**config.mk**
```make
export PLATFORM = sky130hd
export DESIGN_NAME = palette_index_expand_top
export DESIGN_NICKNAME = d
export VERILOG_FILES = /design/src/rtl/pie_pkg.sv /design/src/rtl/pie_reservoir.sv /design/src/rtl/pie_palette.sv /design/src/rtl/palette_index_expand_top.sv
export SDC_FILE = /design/constraint.sdc
export NUM_CORES = 1
export LEC_CHECK = 0
export ABC_AREA = 0
export BUFFER_PORTS_ARGS = -buffer_cell sky130_fd_sc_hd__buf_4
export CORE_MARGIN = 2
export CORE_UTILIZATION = 62
export DETAILED_ROUTE_END_ITERATION = 16
export PLACE_DENSITY = 0.8
export SYNTH_ARGS = -nofsm -noshare
export SYNTH_HDL_FRONTEND = slang
export SYNTH_SLANG_ARGS = --single-unit
export TNS_END_PERCENT = 1
```
**constraint.sdc**
```tcl
create_clock -name clk -period 5.9 [get_ports clk]
set_input_delay 0.59 -clock clk [delete_from_list [all_inputs] [get_ports clk]]
set_output_delay 0.59 -clock clk [all_outputs]
set_load 0.1 [all_outputs]
```
**src/rtl/pie_pkg.sv**
```systemverilog
`timescale 1ns / 1ps
// ----------------------------------------------------------------------------
// pie_pkg
// Shared types, constants and helpers of the palette index expander.
// ----------------------------------------------------------------------------
package pie_pkg;

    localparam int PAL_ENTRIES = 16;
    localparam int PAL_ADDR_W  = (PAL_ENTRIES > 1) ? $clog2(PAL_ENTRIES) : 1;
    localparam logic [4:0] PAL_LIMIT = 5'(PAL_ENTRIES);

    localparam int RES_W   = 11;
    localparam int LEVEL_W = 4;
    localparam logic [LEVEL_W-1:0] RES_MAX_LEVEL = 4'd10;

    localparam logic FUNC_WRITE = 1'b0;
    localparam logic FUNC_PIXEL = 1'b1;

    localparam logic CFG_INDEX_BITS  = 1'b0;
    localparam logic CFG_ALPHA_SHIFT = 1'b1;

    localparam int CFG_DATA_W = 5;

    typedef struct packed {
        logic        func;
        logic [3:0]  palette_slot;
        logic [31:0] palette_color;
        logic [7:0]  index_byte;
        logic [7:0]  alpha;
        logic        first_pixel;
    } in_item_t;

    typedef struct packed {
        logic [31:0] pixel;
        logic        byte_taken;
    } out_item_t;

    typedef struct packed {
        logic       step;
        logic       first;
        logic [7:0] index_byte;
        logic [2:0] bits;
    } res_req_t;

    typedef struct packed {
        logic [3:0]         idx;
        logic               taken;
        logic [LEVEL_W-1:0] level;
    } res_rsp_t;

    function automatic logic [2:0] eff_bits(input logic [2:0] cfg);
        logic [2:0] r;
        if (cfg == 3'd0)
            r = 3'd1;
        else if (cfg > 3'd4)
            r = 3'd4;
        else
            r = cfg;
        return r;
    endfunction

    function automatic logic [3:0] idx_mask(input logic [2:0] bits);
        logic [3:0] m;
        unique case (bits)
            3'd1:    m = 4'b0001;
            3'd2:    m = 4'b0011;
            3'd3:    m = 4'b0111;
            default: m = 4'b1111;
        endcase
        return m;
    endfunction

endpackage

```
**src/rtl/pie_reservoir.sv**
```systemverilog
`timescale 1ns / 1ps
// ----------------------------------------------------------------------------
// pie_reservoir
// Bit reservoir that unpacks LSB-first palette indices from index bytes.
// ----------------------------------------------------------------------------
module pie_reservoir
    import pie_pkg::*;
(
    input  logic     clk,
    input  logic     rst_n,
    input  res_req_t req,
    output res_rsp_t rsp
);

    logic [RES_W-1:0]   res_reg, res_next;
    logic [LEVEL_W-1:0] cnt_reg, cnt_next;

    logic [RES_W-1:0]   res0, res1;
    logic [LEVEL_W-1:0] cnt0, cnt1;
    logic               take;

    always_comb
    begin
        res0 = req.first ? '0 : res_reg;
        cnt0 = req.first ? '0 : cnt_reg;
        take = cnt0 < {1'b0, req.bits};
        res1 = res0;
        cnt1 = cnt0;
        if (take)
        begin
            res1 = res0 | (RES_W'(req.index_byte) << cnt0[1:0]);
            cnt1 = cnt0 + 4'd8;
        end
        res_next = res1 >> req.bits;
        cnt_next = cnt1 - {1'b0, req.bits};
    end

    assign rsp.idx   = res1[3:0] & idx_mask(req.bits);
    assign rsp.taken = take;
    assign rsp.level = cnt_reg;

    always_ff @(posedge clk or negedge rst_n)
    begin
        if (!rst_n)
        begin
            res_reg <= '0;
            cnt_reg <= '0;
        end
        else if (req.step)
        begin
            res_reg <= res_next;
            cnt_reg <= cnt_next;
        end
    end

endmodule

```
**src/rtl/pie_palette.sv**
```systemverilog
`timescale 1ns / 1ps
// ----------------------------------------------------------------------------
// pie_palette
// Colour store with one write port and one read port.
// ----------------------------------------------------------------------------
module pie_palette
    import pie_pkg::*;
(
    input  logic        clk,
    input  logic        we,
    input  logic [3:0]  slot,
    input  logic [31:0] color,
    input  logic [3:0]  idx,
    output logic [31:0] entry
);

    logic [31:0] pal_reg [PAL_ENTRIES];

    always_ff @(posedge clk)
    begin
        if (we && ({1'b0, slot} < PAL_LIMIT))
            pal_reg[slot[PAL_ADDR_W-1:0]] <= color;
    end

    assign entry = ({1'b0, idx} < PAL_LIMIT) ? pal_reg[idx[PAL_ADDR_W-1:0]] : '0;

endmodule

```
**src/rtl/palette_index_expand_top.sv**
```systemverilog
`timescale 1ns / 1ps
// ----------------------------------------------------------------------------
// palette_index_expand_top
// Expands packed 1..4 bit palette indices into 32-bit pixels with alpha.
//
//   channel | direction | payload    | handshake
//   in      | input     | in_item_t  | in_valid / in_stall
//   out     | output    | out_item_t | out_valid / out_stall
//   cfg     | input     | cfg_data   | cfg_we, cfg_index
//
// Items are taken one per cycle while in_stall is low; a pixel passes the input
// register, then the result register, before it is offered on out.
// The reservoir update and palette read sit between the two registers.
// Reset clears valid flags and reservoir and sets index bits 4, alpha shift 24;
// the palette is undefined. in_stall rises only when the input register
// holds a pixel and the result register is full and stalled.
// ----------------------------------------------------------------------------
module palette_index_expand_top
    import pie_pkg::*;
(
    input  logic                  clk,
    input  logic                  rst_n,
    input  logic                  in_valid,
    output logic                  in_stall,
    input  in_item_t              in_item,
    output logic                  out_valid,
    input  logic                  out_stall,
    output out_item_t             out_item,
    input  logic                  cfg_we,
    input  logic                  cfg_index,
    input  logic [CFG_DATA_W-1:0] cfg_data
);

    logic [2:0]  index_bits_reg;
    logic [4:0]  alpha_shift_reg;

    logic        s1_valid_reg, s1_valid_next;
    in_item_t    s1_item_reg;
    logic        out_valid_reg, out_valid_next;
    out_item_t   out_item_reg;

    logic        s1_pixel;
    logic        s1_adv;
    logic        in_accept;
    logic        out_load;
    res_req_t    res_req;
    res_rsp_t    res_rsp;
    logic [31:0] pal_entry;
    logic [31:0] alpha_field;

    assign s1_pixel  = s1_item_reg.func == FUNC_PIXEL;
    assign s1_adv    = s1_valid_reg && (!s1_pixel || !out_valid_reg || !out_stall);
    assign in_stall  = s1_valid_reg && !s1_adv;
    assign in_accept = in_valid && !in_stall;
    assign out_load  = s1_adv && s1_pixel;

    assign res_req.step       = out_load;
    assign res_req.first      = s1_item_reg.first_pixel;
    assign res_req.index_byte = s1_item_reg.index_byte;
    assign res_req.bits       = eff_bits(index_bits_reg);

    pie_reservoir u_res (
        .clk   (clk),
        .rst_n (rst_n),
        .req   (res_req),
        .rsp   (res_rsp)
    );

    pie_palette u_pal (
        .clk   (clk),
        .we    (s1_adv && (s1_item_reg.func == FUNC_WRITE)),
        .slot  (s1_item_reg.palette_slot),
        .color (s1_item_reg.palette_color),
        .idx   (res_rsp.idx),
        .entry (pal_entry)
    );

    assign alpha_field = 32'(s1_item_reg.alpha) << alpha_shift_reg;

    always_comb
    begin
        s1_valid_next = s1_valid_reg;
        if (in_accept)
            s1_valid_next = 1'b1;
        else if (s1_adv)
            s1_valid_next = 1'b0;

        out_valid_next = out_valid_reg;
        if (out_load)
            out_valid_next = 1'b1;
        else if (!out_stall)
            out_valid_next = 1'b0;
    end

    always_ff @(posedge clk or negedge rst_n)
    begin
        if (!rst_n)
        begin
            s1_valid_reg    <= 1'b0;
            out_valid_reg   <= 1'b0;
            index_bits_reg  <= 3'd4;
            alpha_shift_reg <= 5'd24;
        end
        else
        begin
            s1_valid_reg  <= s1_valid_next;
            out_valid_reg <= out_valid_next;
            if (cfg_we)
            begin
                unique case (cfg_index)
                    CFG_INDEX_BITS:  index_bits_reg  <= cfg_data[2:0];
                    CFG_ALPHA_SHIFT: alpha_shift_reg <= cfg_data[4:0];
                    default:         ;
                endcase
            end
        end
    end

    always_ff @(posedge clk)
    begin
        if (in_accept)
            s1_item_reg <= in_item;
        if (out_load)
        begin
            out_item_reg.pixel      <= pal_entry | alpha_field;
            out_item_reg.byte_taken <= res_rsp.taken;
        end
    end

    assign out_valid = out_valid_reg;
    assign out_item  = out_item_reg;

`ifndef SYNTHESIS
    a_hold_s1: assert property (@(posedge clk) disable iff (!rst_n)
        s1_valid_reg && !s1_adv |=> s1_valid_reg)
        else $error("input item dropped while stalled");

    a_stall_only_full: assert property (@(posedge clk) disable iff (!rst_n)
        in_stall |-> s1_valid_reg && s1_pixel && out_valid_reg && out_stall)
        else $error("stall without a blocked pixel");

    a_level: assert property (@(posedge clk) disable iff (!rst_n)
        res_rsp.level <= RES_MAX_LEVEL)
        else $error("reservoir level out of range");

    a_out_source: assert property (@(posedge clk) disable iff (!rst_n)
        $rose(out_valid_reg) |-> $past(out_load))
        else $error("result without a pixel item");
`endif

endmodule
```
; Word-level counts from Yosys, hierarchy flattened
; Memories as Yosys holds them, arrays and structs flattened.
; Index checks and enable logic that the tools add are counted.
[op_classes]
add_sub_neg = 2
n_lt_le_gt_ge = 2
n_eq_ne = 4
n_shift = 3
muxes = 13
n_bitwise = 5
reduce_logical = 16
[op_table]
columns = cell, count
row1 = $or A32 B32 Y32, 1
row2 = $shl A8 B5 Y32, 1
row3 = $mux W11, 2
row4 = $pmux W4 S3, 1
row5 = $or A11 B11 Y11, 1
row6 = $shl A8 B2 Y11, 1
row7 = $shr A11 B3 Y11, 1
row8 = $mux W4, 2
row9 = $eq A3 B2 Y1 const B, 2
row10 = $mux W1, 6
row11 = $mux W3, 2
row12 = $logic_and A1 B1 Y1, 5
row13 = $logic_not A1 Y1, 5
row14 = $add A4 B4 Y4 const B, 1
row15 = $and A4 B4 Y4, 1
row16 = $lt A4 B3 Y1, 1
row17 = $reduce_and A2 Y1, 2
row18 = $sub A4 B3 Y4, 1
row19 = $eq A3 B1 Y1 const B, 1
row20 = $gt A3 B3 Y1 const B, 1
row21 = $logic_not A3 Y1, 1
row22 = $logic_or A1 B1 Y1, 2
row23 = $ne A2 B1 Y1 const B, 1
row24 = $not A1 Y1, 2
row25 = $reduce_bool A2 Y1, 1
[totals]
register_bits = 112
ramBits = 512
inputBits = 65
out_inout_bits = 35
mem_count = 1
[memory_table]
columns = memory, words, width, read_ports, rd_ports_with_merged_regs, write_ports, line
row1 = u_pal.pal_reg, 16, 32, 1, 0, 1, pie_palette.sv:17  ; logic [31:0] pal_reg [PAL_ENTRIES];

; Logic depth before layout (Yosys ltp)
[logic_depth]
depth_word = 9
mapped_depth = 17

; Modules after synthesis
; From an unflattened synthesis, not the netlist that was laid out.
[unflattened]
hier_cells = 1269
area_unflattened_um2 = 24833.8
[by_module_without_submodules]
columns = module, n_inst, cells_per_inst, area_per_inst_um2, seq_area_each_um2
row1 = pie_palette, 1, 806, 19213.4, 15374.7
row2 = palette_index_expand_top, 1, 245, 3913.8, 2866.5
row3 = pie_reservoir, 1, 218, 1706.6, 375.4

; Least setup slack after synthesis
; OpenSTA, ideal clock, no wires.
[synth_path]
path_type = flip-flop to flip-flop
start = reg s1_item_reg (netlist bit res_req[11])
end = reg out_item_reg (netlist bit out_item[17]), data pin
setup_time_ps = 269
t_arrival_ps = 3519
setup_slack_ps = 2112
stages_incl_launch_ff = 17
path_buffers = 5
synth_period_minus_slack_ps = 3788
path_cell_list = edfxtp_1 nand2b_1 buf_6 clkbuf_1 ha_1 fa_1 nand2b_1 and3_1 a221o_4 and2_4 buf_6 buf_6 buf_2 nand2_1 a31oi_1 a221oi_1 o21ai_0
[synth_between]
elab_chain_len = 7
[synth_rtl]
columns = item, line
row1 = from (decl), palette_index_expand_top.sv:38  ; in_item_t s1_item_reg;
row2 = from (signal assigned), palette_index_expand_top.sv:122  ; s1_item_reg <= in_item;
row3 = "parallel branches: the longest is 3 deep, another holds $lt A4 B3 Y1", -
row4 = $mux W11 (*), pie_reservoir.sv:29  ; if (take)
row5 = $and A4 B4 Y4 (*), pie_reservoir.sv:38  ; assign rsp.idx = res1[3:0] & idx_mask(req.bits);
row6 = $mem_v2 Z16 W32 (*), -
row7 = $or A32 B32 Y32 (*), palette_index_expand_top.sv:125  ; out_item_reg.pixel <= pal_entry | alpha_field;
row8 = to (decl), palette_index_expand_top.sv:40  ; out_item_t out_item_reg;
; Every way passes the cells marked *.
; A chain may end at the register's enable or synchronous reset.

; Final worst setup path
[layout_path]
start = reg index_bits_reg[1]
end = reg out_item_reg (netlist bit out_item[14]), data pin
[layout_between]
elab_chain_len = 8
[layout_rtl]
columns = item, line
row1 = from (decl), palette_index_expand_top.sv:34  ; logic [2:0] index_bits_reg;
row2 = from (signal assigned), palette_index_expand_top.sv:111  ; CFG_INDEX_BITS: index_bits_reg <= cfg_data[2:0];
row3 = $gt A3 B3 Y1, pie_pkg.sv:55  ; else if (cfg > 3'd4)
row4 = $mux W3, pie_pkg.sv:55
row5 = $mux W3 (*), pie_pkg.sv:53  ; if (cfg == 3'd0)
row6 = "$lt A4 B3 Y1, or another cell as far along", pie_reservoir.sv:26  ; take = cnt0 < {1'b0, req.bits};
row7 = $mux W11 or $pmux W4 S3 (tied branches), "pie_reservoir.sv:29, pie_pkg.sv:64"
row8 = $and A4 B4 Y4 (*), pie_reservoir.sv:38
row9 = $mem_v2 Z16 W32 (*), -
row10 = $or A32 B32 Y32 (*), palette_index_expand_top.sv:125
; Every way passes the cells marked *; elsewhere a longest branch is shown, timed or not.

==> qor.csv <==
stage,metric,value,unit
final_layout,fill_cells,2437,
grt,grt_pass1_wl,93.46,mm
timing,skew,0.01920,ns
power,power,11820,uW
yosys,yosysUniqueCellTypes,71,
final_layout,final_cell_mix,"edfxtp_1 (599), nand2_1 (419), buf_4 (134)",
drt,postRouteAntennaNets,0,
yosys,synth_area,24960,sq um
cts,post_cts_buffers,0,
floorplanning,dieArea,41870,sq um
cts,cts-root-buf,clkbuf_16,
setup_path,start_kind,flop,
yosys,synth_seq_cells,624,
yosys,yosysSeqAreaShare,74.60,%
setup_path,r2r_start,index_bits_reg[1]$_DFFE_PN0P_,
cts,cts_htree_levels,2,
grt,grt_max_degree,84,
cts,cts.sinks,624,
cts,clkTransAtPathRegs,0.06,ns
floorplanning,initial_core_util,62.81,%
power,p_leak,0.009767,uW
drt,via_count,15910,
setup_path,endpoint_kind,flop,
floorplanning,core,39730,sq um
job,maxCapViolCount,0,
yosys,synthCells,1745,
yosys,ys.flop_type,edfxtp_1,
drt,drt_iter0_drc,2549,
setup_path,crit_fanout,65,
timing,rsz0062_at_grt,false,
timing,tns,0,ns
yosys,synth_fp_nets,1814,
final_layout,largest_register_ffs,512,
timing,worst_slew_pin_slew,1.072,ns
timing,setup_viol_count_final,0,
yosys,synth_edf_count,599,
timing,post-route-min-period,5.070,ns
cts,clock_latency,0.64,ns
final_layout,nets,1908,
setup_path,regToRegSetupSlack,0.83,ns
final_layout,final_common_cell,edfxtp_1,
grt,overflow,0,
drt,drc,0,
floorplanning,fp.dieW,204.6,um
worst_hold_path,hp-class,primary input to flop,
placed_design,hpwl,33.32,mm
timing,slew_violations,0,
setup_path,crit_path_start,index_bits_reg[1]$_DFFE_PN0P_,
floorplanning,io_pins,100,
cts,cts_tree,yes,
drt,wire_per_inst,26.09,um
setup_path,path_class,flop to flop,
power,power.density,419.9,nW/um^2
yosys,avgSynthCellArea,14.30,sq um
setup_path,r2r-end,out_item[14]$_DFFE_PP_,
cts,numCtsBuffers,60,
floorplanning,rows,73,
final_layout,syn_to_final_growth,12.80,%
drt,drt-pass1-iter-count,6,
drt,wirelength,63.03,mm
setup_path,r2r_cells,11,
timing,fin_crit_sh,85.94,%
run_status,status,completed,
yosys,synthArstFlopShare,4.006,%
yosys,yosys_warnings,0,
final_layout,drive_above_1_share,15.93,%
placed_design,gp_congestion,0.9143,
setup_path,arrival,5.48,ns
setup_path,cp.required,6.31,ns
cts,ctsLongestPathBuffers,3,
grt,antenna_found_initial,2,
timing,final-hold-violation-count,0,
timing,slew_headroom,28.46,%
floorplanning,die_h,204.6,um
setup_path,crit_path_end,out_item[14]$_DFFE_PP_,
grt,track_usage,30.33,%
drt,routed_via_density,6.587,
grt,grt_pass1_vias,15530,
power,ir_worst_vdd,0.2983,mV
timing,max_freq,0.1972,GHz
worst_hold_path,whs_path_depth,1,
placed_design,port_buffers,99,
-- timing repair --
action | 4_1_cts | 5_1_grt
hold buffers | 1 | 0
gates resized for setup | 0 | 0
hold endpoints to repair | 22 | 0
-- synth_stat cells (2+ instances only) --
master	n	area (sq um)
a2111oi_0	3	26.28
a211oi_1	26	195.2
a21oi_1	23	115.1
a221o_1	2	20.02
a221oi_1	6	52.55
a22o_1	7	61.31
a22oi_1	9	67.56
a311oi_1	33	289.0
a31oi_1	30	187.7
a32o_1	8	80.08
a32oi_1	10	87.58
and2_1	7	43.79
and3_1	55	344.1
buf_1	5	18.77
buf_2	33	165.2
buf_4	5	37.54
buf_6	4	45.04
clkbuf_1	56	210.2
dfrtp_1	22	550.5
dfstp_2	3	78.83
edfxtp_1	599	17990
ha_1	3	37.54
inv_1	12	45.04
mux2_2	14	157.7
mux2i_1	30	300.3
mux4_2	20	450.4
nand2_1	421	1580
nand2b_1	8	50.05
nand3_1	111	555.5
nand4_1	19	118.9
nor2_1	42	157.7
nor2b_1	6	37.54
nor3_1	11	55.05
nor3_2	2	20.02
o211ai_1	2	15.01
o21ai_0	45	225.2
o21bai_1	2	15.01
o22ai_1	10	62.56
o2bb2ai_1	2	17.52
o31ai_1	4	30.03
o32ai_1	4	35.03
or2_2	2	12.51
-- cell type report --
cell class                 instances  area, sq um  area share, %
clock inverter                    46        315.3          1.120
multi-input combinational       1003         5924          21.05
sequential                       624        18620          66.14
tap                              525        656.9          2.334
clock buffer                      67         1528          5.427
timing repair buffer             137         1056          3.752
antenna                            1        2.502       0.008890
inverter                          13        48.80         0.1734
-- layer usage --
metal	vias to the layer above	GRT usage (%)	wire, um
met3	185	5.759	7845
li1	6810	-	-
met5	-	0	13
met1	7733	42.09	23080
met4	2	12.40	2266
met2	1184	47.90	29830
-- cell families after synthesis --
group / Yosys count / synth area share [%]
mux: 65 / 3.700
compound gates: 240 / 6.959
simple gates: 693 / 12.27
flops: 624 / 74.60
fa+ha+maj: 4 / 0.2307
buf+inv: 118 / 2.206
xor+xnor: 1 / 0.03510
-- worst max-delay path: stages (launching register included) --
cell,delay (ns)
dfrtp_1,0.56
a21oi_1,0.62
ha_1,0.32
fa_1,0.29
nor2b_1,0.13
nor4_4,0.37
a221o_4,0.49
and2_4,0.84
buf_4,0.36
nand2_1,0.11
a32o_1,0.28
o41ai_1,0.41
-- metrics by stage --
step | util [%] | area [sq um] | setup slack [ns] | hold WS (ns) | std cells
after floorplan | - | 24960 | 2.112 | 0.2944 | 1745
after CTS | 70.84 | 28150 | 0.9565 | 0.1042 | 2415
after detailed placement | 66.18 | 26290 | 0.9852 | 0.4590 | 2301
final | 70.85 | 28150 | 0.8296 | 0.1320 | 2416
after global placement | 66.18 | 26290 | 1.151 | 0.4614 | 2301
after global routing | 70.84 | 28150 | 0.5793 | 0.1066 | 2415
-- where the power goes --
part           leakage (uW)  total [uW]  internal [uW]  switching [uW]
Clock              0.000905        3630           1960            1670
Combinational       0.00311        2940            904            2040
Sequential          0.00575        5250           5070             174
Total               0.00977       11800           7940            3880
-- worst min path at each step --
stage                                     endpoint                         start
floorplan           alpha_shift_reg[0]$_DFFE_PN0P_                         rst_n
global placement      u_res.res_reg[6]$_DFFE_PN0P_  u_res.res_reg[6]$_DFFE_PN0P_
detailed placement    u_res.res_reg[6]$_DFFE_PN0P_  u_res.res_reg[6]$_DFFE_PN0P_
CTS                      s1_item_reg[48]$_DFFE_PP_                   in_item[48]
global route             s1_item_reg[18]$_DFFE_PP_                   in_item[18]
finish                   s1_item_reg[34]$_DFFE_PP_                   in_item[34]
No activity file was read; power rests on OpenSTA's default activity.
